$ cat src/sv/cpm_pkg.sv
// shared widths, codes and types of the coincidence pair merger
package cpm_pkg;

    localparam int TIME_BITS  = 48;
    localparam int PHASE_BITS = 16;
    localparam int TAG_BITS   = 16;
    localparam int POS_BITS   = 8;

    localparam int KIND_W   = 3;
    localparam int NEED_W   = 2;
    localparam int CDIFF_W  = 22;
    localparam int FDIFF_W  = 20;
    localparam int CNT_W    = 32;
    localparam int WIN_W    = 20;
    localparam int DELAY_W  = 21;
    localparam int PERIOD_W = 20;
    localparam int PROD_W   = PHASE_BITS + PERIOD_W;

    localparam int CFG_IDX_W  = 2;
    localparam int CFG_DATA_W = 21;

    localparam int QUEUE_DEPTH = 4;
    localparam int QPTR_W      = $clog2(QUEUE_DEPTH);
    localparam int QCNT_W      = $clog2(QUEUE_DEPTH + 1);

    localparam logic [KIND_W-1:0] KIND_WAIT     = 3'd0;
    localparam logic [KIND_W-1:0] KIND_ACCEPT   = 3'd1;
    localparam logic [KIND_W-1:0] KIND_REJECT   = 3'd2;
    localparam logic [KIND_W-1:0] KIND_LDROP    = 3'd3;
    localparam logic [KIND_W-1:0] KIND_RDROP    = 3'd4;
    localparam logic [KIND_W-1:0] KIND_OVERRUN  = 3'd5;

    localparam logic [NEED_W-1:0] NEED_LEFT   = 2'd0;
    localparam logic [NEED_W-1:0] NEED_RIGHT  = 2'd1;
    localparam logic [NEED_W-1:0] NEED_EITHER = 2'd2;

    localparam logic [CFG_IDX_W-1:0] CFG_WINDOW = 2'd0;
    localparam logic [CFG_IDX_W-1:0] CFG_DELAY  = 2'd1;
    localparam logic [CFG_IDX_W-1:0] CFG_PERIOD = 2'd2;

    localparam logic [WIN_W-1:0]           WINDOW_RST = 20'd10;
    localparam logic signed [DELAY_W-1:0]  DELAY_RST  = 21'sd0;
    localparam logic [PERIOD_W-1:0]        PERIOD_RST = 20'd1000;

    localparam logic ACTION_LEFT = 1'b0;

    typedef struct packed {
        logic [TIME_BITS-1:0]  coarse_time;
        logic [PHASE_BITS-1:0] fine_phase;
        logic                  fine_valid;
        logic [POS_BITS-1:0]   position;
        logic [TAG_BITS-1:0]   event_tag;
    } t_event;

    typedef struct packed {
        logic [KIND_W-1:0]     kind;
        logic [NEED_W-1:0]     need_side;
        logic [TIME_BITS-1:0]  event_time;
        logic [CDIFF_W-1:0]    coarse_diff;
        logic                  fine_neg;
        logic [PHASE_BITS-1:0] fine_mag;
        logic [TAG_BITS-1:0]   left_tag;
        logic [TAG_BITS-1:0]   right_tag;
        logic [CNT_W-1:0]      accepted_count;
        logic [CNT_W-1:0]      dropped_count;
    } t_rec;

endpackage

$ cat src/sv/cpm_front.sv
// front end: takes single items, holds one per side and classifies each step
module cpm_front (
    input  logic                                  i_clk,
    input  logic                                  i_rst_n,
    input  logic                                  i_push,
    input  logic                                  i_full,
    input  logic                                  i_action,
    input  logic [cpm_pkg::TIME_BITS-1:0]         i_coarse_time,
    input  logic [cpm_pkg::PHASE_BITS-1:0]        i_fine_phase,
    input  logic                                  i_fine_valid,
    input  logic [cpm_pkg::POS_BITS-1:0]          i_position,
    input  logic [cpm_pkg::TAG_BITS-1:0]          i_event_tag,
    input  logic [cpm_pkg::WIN_W-1:0]             i_window,
    input  logic signed [cpm_pkg::DELAY_W-1:0]    i_delay,
    output logic                                  o_accept,
    output cpm_pkg::t_rec                         o_rec
);

    localparam int DW = cpm_pkg::TIME_BITS + 1;
    localparam int SW = cpm_pkg::CDIFF_W + 1;
    localparam int VW = cpm_pkg::CDIFF_W + 2;
    localparam int PW = cpm_pkg::PHASE_BITS + 2;
    localparam logic signed [PW-1:0] PH_HALF = PW'(2 ** (cpm_pkg::PHASE_BITS - 1));
    localparam logic signed [PW-1:0] PH_FULL = PW'(2 ** cpm_pkg::PHASE_BITS);

    logic                        r_left_held;
    logic                        r_right_held;
    cpm_pkg::t_event             r_left_ev;
    cpm_pkg::t_event             r_right_ev;
    logic [cpm_pkg::CNT_W-1:0]   r_acc_total;
    logic [cpm_pkg::CNT_W-1:0]   r_drop_total;

    logic                        n_left_held;
    logic                        n_right_held;
    logic [cpm_pkg::CNT_W-1:0]   n_acc_total;
    logic [cpm_pkg::CNT_W-1:0]   n_drop_total;

    cpm_pkg::t_event             new_ev;
    cpm_pkg::t_event             ev_l;
    cpm_pkg::t_event             ev_r;
    logic                        side_held;
    logic                        other_held;
    logic [DW-1:0]               tdiff;
    logic [DW-1-cpm_pkg::CDIFF_W:0] tdiff_hi;
    logic                        in_range;
    logic signed [SW-1:0]        sdiff;
    logic signed [VW-1:0]        vsum;
    logic [VW-1:0]               vabs;
    logic                        in_win;
    logic signed [PW-1:0]        pdiff;
    logic signed [PW-1:0]        pwrap;
    logic [PW-1:0]               pabs;
    cpm_pkg::t_rec               rec;

    assign o_accept = i_push && !i_full;
    assign o_rec    = rec;

    always_comb begin
        new_ev.coarse_time = i_coarse_time;
        new_ev.fine_phase  = i_fine_phase;
        new_ev.fine_valid  = i_fine_valid;
        new_ev.position    = i_position;
        new_ev.event_tag   = i_event_tag;

        if (i_action == cpm_pkg::ACTION_LEFT) begin
            ev_l       = new_ev;
            ev_r       = r_right_ev;
            side_held  = r_left_held;
            other_held = r_right_held;
        end else begin
            ev_l       = r_left_ev;
            ev_r       = new_ev;
            side_held  = r_right_held;
            other_held = r_left_held;
        end

        // coarse difference and window test
        tdiff    = {1'b0, ev_l.coarse_time} - {1'b0, ev_r.coarse_time};
        tdiff_hi = tdiff[DW-1:cpm_pkg::CDIFF_W];
        in_range = (tdiff_hi == '0) ||
                   ((&tdiff_hi) && (tdiff[cpm_pkg::CDIFF_W-1:0] != '0));
        sdiff    = signed'(tdiff[SW-1:0]);
        vsum     = signed'({sdiff[SW-1], sdiff}) +
                   signed'({{(VW-cpm_pkg::DELAY_W){i_delay[cpm_pkg::DELAY_W-1]}}, i_delay});
        vabs     = vsum[VW-1] ? unsigned'(-vsum) : unsigned'(vsum);
        in_win   = in_range && (vabs < {{(VW-cpm_pkg::WIN_W){1'b0}}, i_window});

        // wrapped fine phase difference
        pdiff = signed'({2'b00, ev_l.fine_phase}) - signed'({2'b00, ev_r.fine_phase});
        if (pdiff < -PH_HALF) begin
            pwrap = pdiff + PH_FULL;
        end else if (pdiff > PH_HALF) begin
            pwrap = pdiff - PH_FULL;
        end else begin
            pwrap = pdiff;
        end
        pabs = pwrap[PW-1] ? unsigned'(-pwrap) : unsigned'(pwrap);

        rec          = '0;
        rec.kind     = cpm_pkg::KIND_WAIT;
        n_left_held  = r_left_held;
        n_right_held = r_right_held;
        n_acc_total  = r_acc_total;
        n_drop_total = r_drop_total;

        if (side_held) begin
            rec.kind = cpm_pkg::KIND_OVERRUN;
        end else begin
            if (i_action == cpm_pkg::ACTION_LEFT) begin
                n_left_held = 1'b1;
            end else begin
                n_right_held = 1'b1;
            end
            if (other_held) begin
                if (in_win) begin
                    rec.event_time  = ev_l.coarse_time;
                    rec.coarse_diff = sdiff[cpm_pkg::CDIFF_W-1:0];
                    rec.fine_neg    = pwrap[PW-1];
                    rec.fine_mag    = pabs[cpm_pkg::PHASE_BITS-1:0];
                    rec.left_tag    = ev_l.event_tag;
                    rec.right_tag   = ev_r.event_tag;
                    if (ev_l.fine_valid && ev_r.fine_valid &&
                        (ev_l.position == ev_r.position)) begin
                        rec.kind    = cpm_pkg::KIND_ACCEPT;
                        n_acc_total = r_acc_total + 1'b1;
                    end else begin
                        rec.kind = cpm_pkg::KIND_REJECT;
                    end
                    n_left_held  = 1'b0;
                    n_right_held = 1'b0;
                end else begin
                    n_drop_total = r_drop_total + 1'b1;
                    if (tdiff[DW-1]) begin
                        rec.kind     = cpm_pkg::KIND_LDROP;
                        rec.left_tag = ev_l.event_tag;
                        n_left_held  = 1'b0;
                    end else begin
                        rec.kind      = cpm_pkg::KIND_RDROP;
                        rec.right_tag = ev_r.event_tag;
                        n_right_held  = 1'b0;
                    end
                end
            end
        end

        if (n_left_held && !n_right_held) begin
            rec.need_side = cpm_pkg::NEED_RIGHT;
        end else if (n_right_held && !n_left_held) begin
            rec.need_side = cpm_pkg::NEED_LEFT;
        end else begin
            rec.need_side = cpm_pkg::NEED_EITHER;
        end
        rec.accepted_count = n_acc_total;
        rec.dropped_count  = n_drop_total;
    end

    always_ff @(posedge i_clk) begin
        if (!i_rst_n) begin
            r_left_held  <= 1'b0;
            r_right_held <= 1'b0;
            r_acc_total  <= '0;
            r_drop_total <= '0;
        end else if (o_accept) begin
            r_left_held  <= n_left_held;
            r_right_held <= n_right_held;
            r_acc_total  <= n_acc_total;
            r_drop_total <= n_drop_total;
        end
    end

    // event store, no reset
    always_ff @(posedge i_clk) begin
        if (o_accept && !side_held) begin
            if (i_action == cpm_pkg::ACTION_LEFT) begin
                r_left_ev <= new_ev;
            end else begin
                r_right_ev <= new_ev;
            end
        end
    end

    a_overrun_keeps_state: assert property (@(posedge i_clk) disable iff (!i_rst_n)
        (o_accept && rec.kind == cpm_pkg::KIND_OVERRUN)
        |=> ($stable(r_left_held) && $stable(r_right_held) && $stable(r_acc_total)))
        else $error("overrun item changed held state");

    a_pair_clears_both: assert property (@(posedge i_clk) disable iff (!i_rst_n)
        (o_accept && (rec.kind == cpm_pkg::KIND_ACCEPT || rec.kind == cpm_pkg::KIND_REJECT))
        |=> (!r_left_held && !r_right_held))
        else $error("pair left an event held");

    a_drop_counts_once: assert property (@(posedge i_clk) disable iff (!i_rst_n)
        (o_accept && (rec.kind == cpm_pkg::KIND_LDROP || rec.kind == cpm_pkg::KIND_RDROP))
        |=> (r_drop_total == $past(r_drop_total) + 1'b1) && (r_left_held != r_right_held))
        else $error("drop bookkeeping wrong");

endmodule

$ cat src/sv/cpm_queue.sv
// short queue of classified items between front and back
module cpm_queue (
    input  logic          i_clk,
    input  logic          i_rst_n,
    input  logic          i_push,
    input  cpm_pkg::t_rec i_rec,
    input  logic          i_take,
    output logic          o_valid,
    output cpm_pkg::t_rec o_rec,
    output logic          o_full
);

    cpm_pkg::t_rec                 r_mem [cpm_pkg::QUEUE_DEPTH];
    logic [cpm_pkg::QPTR_W-1:0]    r_wptr;
    logic [cpm_pkg::QPTR_W-1:0]    r_rptr;
    logic [cpm_pkg::QCNT_W-1:0]    r_count;
    logic                          take_ok;

    assign o_valid = (r_count != '0);
    assign o_full  = (r_count == cpm_pkg::QCNT_W'(cpm_pkg::QUEUE_DEPTH));
    assign o_rec   = r_mem[r_rptr];
    assign take_ok = i_take && o_valid;

    always_ff @(posedge i_clk) begin
        if (!i_rst_n) begin
            r_wptr  <= '0;
            r_rptr  <= '0;
            r_count <= '0;
        end else begin
            if (i_push) begin
                r_wptr <= r_wptr + 1'b1;
            end
            if (take_ok) begin
                r_rptr <= r_rptr + 1'b1;
            end
            if (i_push && !take_ok) begin
                r_count <= r_count + 1'b1;
            end else if (take_ok && !i_push) begin
                r_count <= r_count - 1'b1;
            end
        end
    end

    always_ff @(posedge i_clk) begin
        if (i_push) begin
            r_mem[r_wptr] <= i_rec;
        end
    end

    a_no_overflow: assert property (@(posedge i_clk) disable iff (!i_rst_n)
        o_full |-> !i_push || take_ok)
        else $error("item written into a full queue");

    a_count_bound: assert property (@(posedge i_clk) disable iff (!i_rst_n)
        r_count <= cpm_pkg::QCNT_W'(cpm_pkg::QUEUE_DEPTH))
        else $error("queue count out of range");

    a_ptr_gap: assert property (@(posedge i_clk) disable iff (!i_rst_n)
        (r_count != cpm_pkg::QCNT_W'(cpm_pkg::QUEUE_DEPTH)) |->
        (cpm_pkg::QPTR_W'(r_wptr - r_rptr) == cpm_pkg::QPTR_W'(r_count)))
        else $error("queue pointers disagree with count");

endmodule

$ cat src/sv/cpm_back.sv
// back end: fine difference scaling, rounding, saturation and result register
module cpm_back (
    input  logic                                 i_clk,
    input  logic                                 i_rst_n,
    input  logic                                 i_q_valid,
    input  cpm_pkg::t_rec                        i_q_rec,
    input  logic [cpm_pkg::PERIOD_W-1:0]         i_period,
    input  logic                                 i_pop,
    output logic                                 o_q_take,
    output logic                                 o_empty,
    output logic [cpm_pkg::KIND_W-1:0]           o_kind,
    output logic [cpm_pkg::NEED_W-1:0]           o_need_side,
    output logic [cpm_pkg::TIME_BITS-1:0]        o_event_time,
    output logic signed [cpm_pkg::CDIFF_W-1:0]   o_coarse_diff,
    output logic signed [cpm_pkg::FDIFF_W-1:0]   o_fine_diff_ps,
    output logic [cpm_pkg::TAG_BITS-1:0]         o_left_tag,
    output logic [cpm_pkg::TAG_BITS-1:0]         o_right_tag,
    output logic [cpm_pkg::CNT_W-1:0]            o_accepted_count,
    output logic [cpm_pkg::CNT_W-1:0]            o_dropped_count
);

    localparam int RW = cpm_pkg::PROD_W + 1 - cpm_pkg::PHASE_BITS;
    localparam logic [cpm_pkg::PROD_W:0] RND_HALF =
        (cpm_pkg::PROD_W + 1)'(2 ** (cpm_pkg::PHASE_BITS - 1));
    localparam logic [RW-1:0] POS_MAX = RW'(2 ** (cpm_pkg::FDIFF_W - 1) - 1);
    localparam logic [RW-1:0] NEG_MAG = RW'(2 ** (cpm_pkg::FDIFF_W - 1));

    logic                              r_m_valid;
    cpm_pkg::t_rec                     r_m_rec;
    logic [cpm_pkg::PROD_W-1:0]        r_m_prod;
    logic                              r_o_valid;
    logic [cpm_pkg::KIND_W-1:0]        r_o_kind;
    logic [cpm_pkg::NEED_W-1:0]        r_o_need;
    logic [cpm_pkg::TIME_BITS-1:0]     r_o_time;
    logic [cpm_pkg::CDIFF_W-1:0]       r_o_cdiff;
    logic [cpm_pkg::FDIFF_W-1:0]       r_o_fdiff;
    logic [cpm_pkg::TAG_BITS-1:0]      r_o_ltag;
    logic [cpm_pkg::TAG_BITS-1:0]      r_o_rtag;
    logic [cpm_pkg::CNT_W-1:0]         r_o_acc;
    logic [cpm_pkg::CNT_W-1:0]         r_o_drop;

    logic [cpm_pkg::FDIFF_W-1:0]       n_o_fdiff;
    logic                              out_load;
    logic [cpm_pkg::PROD_W:0]          rsum;
    logic [RW-1:0]                     rq;
    logic [RW-1:0]                     rq_neg;

    assign out_load = r_m_valid && (!r_o_valid || i_pop);
    assign o_q_take = i_q_valid && (!r_m_valid || out_load);
    assign o_empty  = !r_o_valid;

    always_comb begin
        rsum   = {1'b0, r_m_prod} + RND_HALF;
        rq     = rsum[cpm_pkg::PROD_W:cpm_pkg::PHASE_BITS];
        rq_neg = ~rq + 1'b1;
        if (!r_m_rec.fine_neg) begin
            n_o_fdiff = (rq > POS_MAX) ? POS_MAX[cpm_pkg::FDIFF_W-1:0]
                                       : rq[cpm_pkg::FDIFF_W-1:0];
        end else begin
            n_o_fdiff = (rq > NEG_MAG) ? NEG_MAG[cpm_pkg::FDIFF_W-1:0]
                                       : rq_neg[cpm_pkg::FDIFF_W-1:0];
        end
    end

    always_ff @(posedge i_clk) begin
        if (!i_rst_n) begin
            r_m_valid <= 1'b0;
            r_o_valid <= 1'b0;
        end else begin
            if (o_q_take) begin
                r_m_valid <= 1'b1;
            end else if (out_load) begin
                r_m_valid <= 1'b0;
            end
            if (out_load) begin
                r_o_valid <= 1'b1;
            end else if (i_pop) begin
                r_o_valid <= 1'b0;
            end
        end
    end

    // multiply stage
    always_ff @(posedge i_clk) begin
        if (o_q_take) begin
            r_m_rec  <= i_q_rec;
            r_m_prod <= {{cpm_pkg::PERIOD_W{1'b0}}, i_q_rec.fine_mag} *
                        {{cpm_pkg::PHASE_BITS{1'b0}}, i_period};
        end
    end

    // result register
    always_ff @(posedge i_clk) begin
        if (out_load) begin
            r_o_kind  <= r_m_rec.kind;
            r_o_need  <= r_m_rec.need_side;
            r_o_time  <= r_m_rec.event_time;
            r_o_cdiff <= r_m_rec.coarse_diff;
            r_o_fdiff <= n_o_fdiff;
            r_o_ltag  <= r_m_rec.left_tag;
            r_o_rtag  <= r_m_rec.right_tag;
            r_o_acc   <= r_m_rec.accepted_count;
            r_o_drop  <= r_m_rec.dropped_count;
        end
    end

    assign o_kind           = r_o_kind;
    assign o_need_side      = r_o_need;
    assign o_event_time     = r_o_time;
    assign o_coarse_diff    = signed'(r_o_cdiff);
    assign o_fine_diff_ps   = signed'(r_o_fdiff);
    assign o_left_tag       = r_o_ltag;
    assign o_right_tag      = r_o_rtag;
    assign o_accepted_count = r_o_acc;
    assign o_dropped_count  = r_o_drop;

    a_no_loss_in_mult: assert property (@(posedge i_clk) disable iff (!i_rst_n)
        (r_m_valid && !out_load) |-> !o_q_take)
        else $error("multiply stage overwritten while full");

    a_zero_mag_zero_ps: assert property (@(posedge i_clk) disable iff (!i_rst_n)
        (r_m_valid && r_m_rec.fine_mag == '0) |-> (n_o_fdiff == '0))
        else $error("zero phase difference gave nonzero ps");

    a_result_held_on_stall: assert property (@(posedge i_clk) disable iff (!i_rst_n)
        (r_o_valid && !i_pop) |=> (r_o_valid && $stable(r_o_acc) && $stable(r_o_kind)))
        else $error("waiting result lost while stalled");

endmodule

$ cat src/sv/coincidence_pair_merger_unit.sv
// top level of the coincidence pair merger with its configuration registers
// Pairs time-sorted single items from a left and a right detector stream.
// Input channel: present an item and raise push; it is taken at a rising
// edge where push is high and full is low. action selects the side.
// Result channel: while empty is low the oldest result is on the o_ ports;
// it is taken at a rising edge where pop is high. Every input item gives
// exactly one result, in input order.
// Configuration: i_cfg_we with i_cfg_idx 0 window, 1 delay, 2 period in ps;
// to be written by the user only while no item is in flight; the block
// does not enforce this. A taken item is classified into the queue,
// then passes the multiply stage and the result register.
// Throughput: one item per cycle while full is low; the held-event compare
// and window test complete in the cycle the item is taken, the fine
// scaling multiply has a stage of its own behind a four-item queue.
// When the receiver stalls, the result register holds, the multiply stage
// and queue fill, and full rises once four items wait in the queue.
// Reset clears the held flags, counters and queue; the configuration
// returns to window 10, delay 0 and period 1000 ps.
module coincidence_pair_merger_unit (
    input  logic                                 i_clk,
    input  logic                                 i_rst_n,
    input  logic                                 i_cfg_we,
    input  logic [cpm_pkg::CFG_IDX_W-1:0]        i_cfg_idx,
    input  logic [cpm_pkg::CFG_DATA_W-1:0]       i_cfg_data,
    input  logic                                 push,
    output logic                                 full,
    input  logic                                 i_action,
    input  logic [cpm_pkg::TIME_BITS-1:0]        i_coarse_time,
    input  logic [cpm_pkg::PHASE_BITS-1:0]       i_fine_phase,
    input  logic                                 i_fine_valid,
    input  logic [cpm_pkg::POS_BITS-1:0]         i_position,
    input  logic [cpm_pkg::TAG_BITS-1:0]         i_event_tag,
    output logic                                 empty,
    input  logic                                 pop,
    output logic [cpm_pkg::KIND_W-1:0]           o_kind,
    output logic [cpm_pkg::NEED_W-1:0]           o_need_side,
    output logic [cpm_pkg::TIME_BITS-1:0]        o_event_time,
    output logic signed [cpm_pkg::CDIFF_W-1:0]   o_coarse_diff,
    output logic signed [cpm_pkg::FDIFF_W-1:0]   o_fine_diff_ps,
    output logic [cpm_pkg::TAG_BITS-1:0]         o_left_tag,
    output logic [cpm_pkg::TAG_BITS-1:0]         o_right_tag,
    output logic [cpm_pkg::CNT_W-1:0]            o_accepted_count,
    output logic [cpm_pkg::CNT_W-1:0]            o_dropped_count
);

    logic [cpm_pkg::WIN_W-1:0]           r_window;
    logic signed [cpm_pkg::DELAY_W-1:0]  r_delay;
    logic [cpm_pkg::PERIOD_W-1:0]        r_period;

    logic          front_accept;
    cpm_pkg::t_rec front_rec;
    logic          q_valid;
    cpm_pkg::t_rec q_rec;
    logic          q_full;
    logic          q_take;

    assign full = q_full;

    always_ff @(posedge i_clk) begin
        if (!i_rst_n) begin
            r_window <= cpm_pkg::WINDOW_RST;
            r_delay  <= cpm_pkg::DELAY_RST;
            r_period <= cpm_pkg::PERIOD_RST;
        end else if (i_cfg_we) begin
            case (i_cfg_idx)
                cpm_pkg::CFG_WINDOW: begin
                    r_window <= i_cfg_data[cpm_pkg::WIN_W-1:0];
                end
                cpm_pkg::CFG_DELAY: begin
                    r_delay <= signed'(i_cfg_data[cpm_pkg::DELAY_W-1:0]);
                end
                cpm_pkg::CFG_PERIOD: begin
                    r_period <= i_cfg_data[cpm_pkg::PERIOD_W-1:0];
                end
                default: begin
                end
            endcase
        end
    end

    cpm_front u_front (
        .i_clk         (i_clk),
        .i_rst_n       (i_rst_n),
        .i_push        (push),
        .i_full        (q_full),
        .i_action      (i_action),
        .i_coarse_time (i_coarse_time),
        .i_fine_phase  (i_fine_phase),
        .i_fine_valid  (i_fine_valid),
        .i_position    (i_position),
        .i_event_tag   (i_event_tag),
        .i_window      (r_window),
        .i_delay       (r_delay),
        .o_accept      (front_accept),
        .o_rec         (front_rec)
    );

    cpm_queue u_queue (
        .i_clk   (i_clk),
        .i_rst_n (i_rst_n),
        .i_push  (front_accept),
        .i_rec   (front_rec),
        .i_take  (q_take),
        .o_valid (q_valid),
        .o_rec   (q_rec),
        .o_full  (q_full)
    );

    cpm_back u_back (
        .i_clk            (i_clk),
        .i_rst_n          (i_rst_n),
        .i_q_valid        (q_valid),
        .i_q_rec          (q_rec),
        .i_period         (r_period),
        .i_pop            (pop),
        .o_q_take         (q_take),
        .o_empty          (empty),
        .o_kind           (o_kind),
        .o_need_side      (o_need_side),
        .o_event_time     (o_event_time),
        .o_coarse_diff    (o_coarse_diff),
        .o_fine_diff_ps   (o_fine_diff_ps),
        .o_left_tag       (o_left_tag),
        .o_right_tag      (o_right_tag),
        .o_accepted_count (o_accepted_count),
        .o_dropped_count  (o_dropped_count)
    );

endmodule

$ cat config.mk
export PLATFORM = sky130hd
export DESIGN_NAME = coincidence_pair_merger_unit
export DESIGN_NICKNAME = d
export VERILOG_FILES = /design/src/sv/cpm_pkg.sv /design/src/sv/cpm_front.sv /design/src/sv/cpm_queue.sv /design/src/sv/cpm_back.sv /design/src/sv/coincidence_pair_merger_unit.sv
export SDC_FILE = /design/constraint.sdc
export NUM_CORES = 2
export LEC_CHECK = 0
export BUFFER_PORTS_ARGS = -buffer_cell sky130_fd_sc_hd__buf_2
export CAP_MARGIN = 20
export CORE_UTILIZATION = 62
export DETAILED_ROUTE_END_ITERATION = 7
export MAX_ROUTING_LAYER = met4
export PLACE_DENSITY = 0.82
export SYNTH_ARGS = -nofsm -noshare
export SYNTH_HDL_FRONTEND = slang
export SYNTH_SLANG_ARGS = --single-unit
$ cat constraint.sdc
create_clock -name i_clk -period 19.5 [get_ports i_clk]
set_input_delay 0 -clock i_clk [delete_from_list [all_inputs] [get_ports i_clk]]
set_output_delay 0 -clock i_clk [all_outputs]
set_load 0.01 [all_outputs]
==> flow_summary_export.csv <==
group,metric,value,unit
clock_tree,numCtsBuffers,145,
final_layout,drive_above_1_share,16.1,%
critical_path,critPathSlowestCell,"buf_4",
clock_tree,clk_latency,0.79,ns
critical_path,rrSetupSlack,10.42,ns
sta,setup_tns,0,ns
placed_design,pre_cts_ws,8.79,ns
global_routing,antenna_found_initial,8,
sta,period_share,51.5,%
synthesis,synth_compound_area_share,4.93,%
final_layout,n_fill_cell,7324,
drt,firstDrtPassIters,8,
global_routing,grt_max_degree,163,
worst_hold_path,hold_class,"in2reg",
synthesis,yosys_register_bits,1452,
synthesis,synth_flop_cell,"edfxtp_1",
synthesis,synthMuxAreaShare,9.29,%
critical_path,cpPeakStageDelay,0.91,ns
floorplan,core.rowCount,124,
power,ir_worst_vdd,0.194,mV
run,maxCapViolCount,0,
synthesis,synth_warnings,0,
global_routing,grt_pass1_wl,264000,µm
sta,grt_setup_unrepaired,"false",
synthesis,synth_fa_ha_area_share,11.0,%
placed_design,gp_congestion,0.957,
floorplan,initial_core_util,62.7,%
synthesis,syn_inst,5201,
sta,finalSetupViolCount,0,
clock_tree,post-cts-setup-buffers,0,
final_layout,layout_commonest_cell,"edfxtp_1",
status,status,"complete, but fails checks",
sta,timing.final.ws_setup,9.46,ns
global_routing,gr-usage-all-layers,30.8,%
drt,num_vias,44900,
drt,drt_iter0_markers,4575,
synthesis,async_flop_share,0,%
sta,tightest_slew,1.16,ns
clock_tree,cts_tree,"built",
drt,routed_wl,174000,µm
synthesis,syn-cell-area,71800,µm²
critical_path,cp.required,19.98,ns
final_layout,final_cells,7243,
critical_path,start_kind,"primary input",
sta,hold_viol,0,
sta,finalCriticalPeriod,10.04,ns
final_layout,final_util,70.6,%
sta,drv_slew,0,
final_layout,nets,6205,
floorplan,num_io_pins,311,
final_layout,fin_area,80900,µm²
synthesis,synth_xor_xnor_area_share,2.61,%
sta,relSlewSlack,21.5,%
critical_path,critPathKind,"in2reg",
synthesis,avgSynthCellArea,13.8,µm²
drt,drcViolationCount,88,
synthesis,ys_seq_area_share,58.8,%
status,violations,"design-rule violations",
final_layout,layout_common_cells,"edfxtp_1, nand2_1, inv_1",
global_routing,grt_remaining_overflow,0,
critical_path,cp_max_fo,67,
placed_design,port-buffer-count,310,
synthesis,synthSimpleGateAreaFrac,10.1,%
synthesis,synth_cell_types,91,
floorplan,fp.dieH,342,µm
placed_design,dp_cells,6843,
synthesis,synth_edf_count,1314,
clock_tree,root_buffer,"clkbuf_16",
floorplan,placeableCoreArea,115000,µm²
clock_tree,clk_path_buf_depth,3,
clock_tree,cts_sinks,1452,
floorplan,die-area,117000,µm²
power,p_per_area,153,nW/µm²
global_routing,grt_pass1_vias,45600,
sta,fmax,99.6,MHz
drt,antenna_left,0,
critical_path,cp_data_arrival_time,10.52,ns
drt,routedWlPerCell,24.1,µm
critical_path,endpoint_kind,"flop",
clock_tree,clkTransAtPathRegs,0.06,ns
floorplan,die_width,342,µm
power,p_leak,31.5,nW
clock_tree,cts_max_level,4,
placed_design,dp_hpwl,111000,µm
sta,worst_clock_skew,0.0509,ns
final_layout,syn_to_final_growth,12.6,%
synthesis,synth_top_family_by_area,"adder cells",
drt,viasPerCell,6.19,
placed_design,dpl_cell_area,74900,µm²
synthesis,synth_nets,5798,
==> Yosys cell counts (15+ instances only) <==
cell	count	area, µm²
a211oi_1	15	113
a21o_1	45	338
a21oi_1	202	1010
a31oi_1	27	169
and2_1	139	870
and3_1	120	751
and4_1	17	149
buf_1	26	97.6
clkbuf_1	173	649
dfxtp_1	138	2760
edfxtp_1	1314	39500
fa_1	253	5060
ha_1	226	2830
inv_1	400	1500
mux2_2	114	1280
mux2i_1	114	1140
mux4_2	188	4230
nand2_1	561	2110
nand2b_1	69	432
nand3_1	85	425
nand4_1	48	300
nor2_1	196	736
nor2_2	17	106
nor2b_1	34	213
nor3_1	76	380
nor4_1	18	113
o211ai_1	19	143
o21a_1	25	188
o21ai_0	105	526
or3_1	26	163
xnor2_1	116	1020
xor2_1	94	823
==> critical path, delay by kind of cell <==
kind,cells,cell delay (ns)
muxes,1,0.46
adders and majority gates,3,0.97
AOI/OAI and AO/OA,16,3.34
and+or+nand+nor,7,2.42
buffers and inverters,6,3.00
xor gates and xnor gates,1,0.16
==> metrics by stage <==
stage,total power [mW],hold slack [ns]
after floorplan,8.29,0.124
after global routing,13.2,0.0768
final,12.4,0.0904
after CTS,12.4,0.0476
after detailed placement,9.59,0.283
after global placement,9.46,0.284
==> logic make-up (layout without fill, tap and decap cells) <==
group	Yosys count	after routing
other	0	4
xor gates and xnor gates	212	212
buffers and inverters	612	1138
adders and majority gates	479	479
AOI/OAI and AO/OA	557	557
DFF	1452	1452
and+or+nand+nor	1472	1472
muxes	417	417
==> layer usage <==
metal  vias to the layer above  track usage (%)  share of wire [%]
met4                         0             11.0                3.5
met5                         -                -                  0
li1                      19700                -                  -
met1                     22600             39.9                 40
met3                       392             5.38                8.4
met2                      2179             49.3                 49
==> final timing paths <==
| path | start | endpoint | cells past startpoint |
|---|---|---|---|
| setup / recovery | i_action | u_queue.r_mem[0][134] | 34 |
| hold / removal | i_cfg_data[6] | r_delay[6] | 4 |
| setup reg to reg | u_front.r_left_ev[41] | u_queue.r_mem[0][134] | 33 |
| hold reg to reg | u_back.r_m_rec[141] | u_back.o_event_time[6] | 0 |
==> timing repair <==
action / in CTS / in global routing
gates resized for setup: 0 / 0
hold endpoints to repair: 604 / 0
hold buffers: 129 / 0
==> where the power goes <==
group	switching, mW	total (mW)	internal (mW)
clock	1.20	2.74	1.54
sequential	0.257	4.54	4.28
combinational	3.05	5.10	2.06
==> layout make-up <==
type                            count  area, µm²  area share, %
Multi-Input combinational cell   3137      27300           33.8
Clock inverter                     84        866           1.07
Inverter                          400       1500           1.86
Antenna cell                        4       10.0         0.0124
Clock buffer                      182       3830           4.74
Sequential cell                  1452      42200           52.2
Tap cell                         1512       1890           2.34
Timing Repair Buffer              472       3190           3.94
==> flip-flops by register name, indices dropped and copies added, names as in the netlist, 21 cells and up, named ones only <==
| register | count |
|---|---|
| u_back.r_m_rec | 172 |
| u_front.r_drop_total | 32 |
| u_queue.r_mem | 752 |
| u_back.o_accepted_count | 32 |
| u_back.o_event_time | 48 |
| u_front.r_right_ev | 89 |
| u_back.r_m_prod | 21 |
| u_front.r_acc_total | 32 |
| u_back.o_coarse_diff | 22 |
| u_back.o_dropped_count | 32 |
| r_delay | 21 |
| u_front.r_left_ev | 89 |
Power figures use the tool's default switching activity.
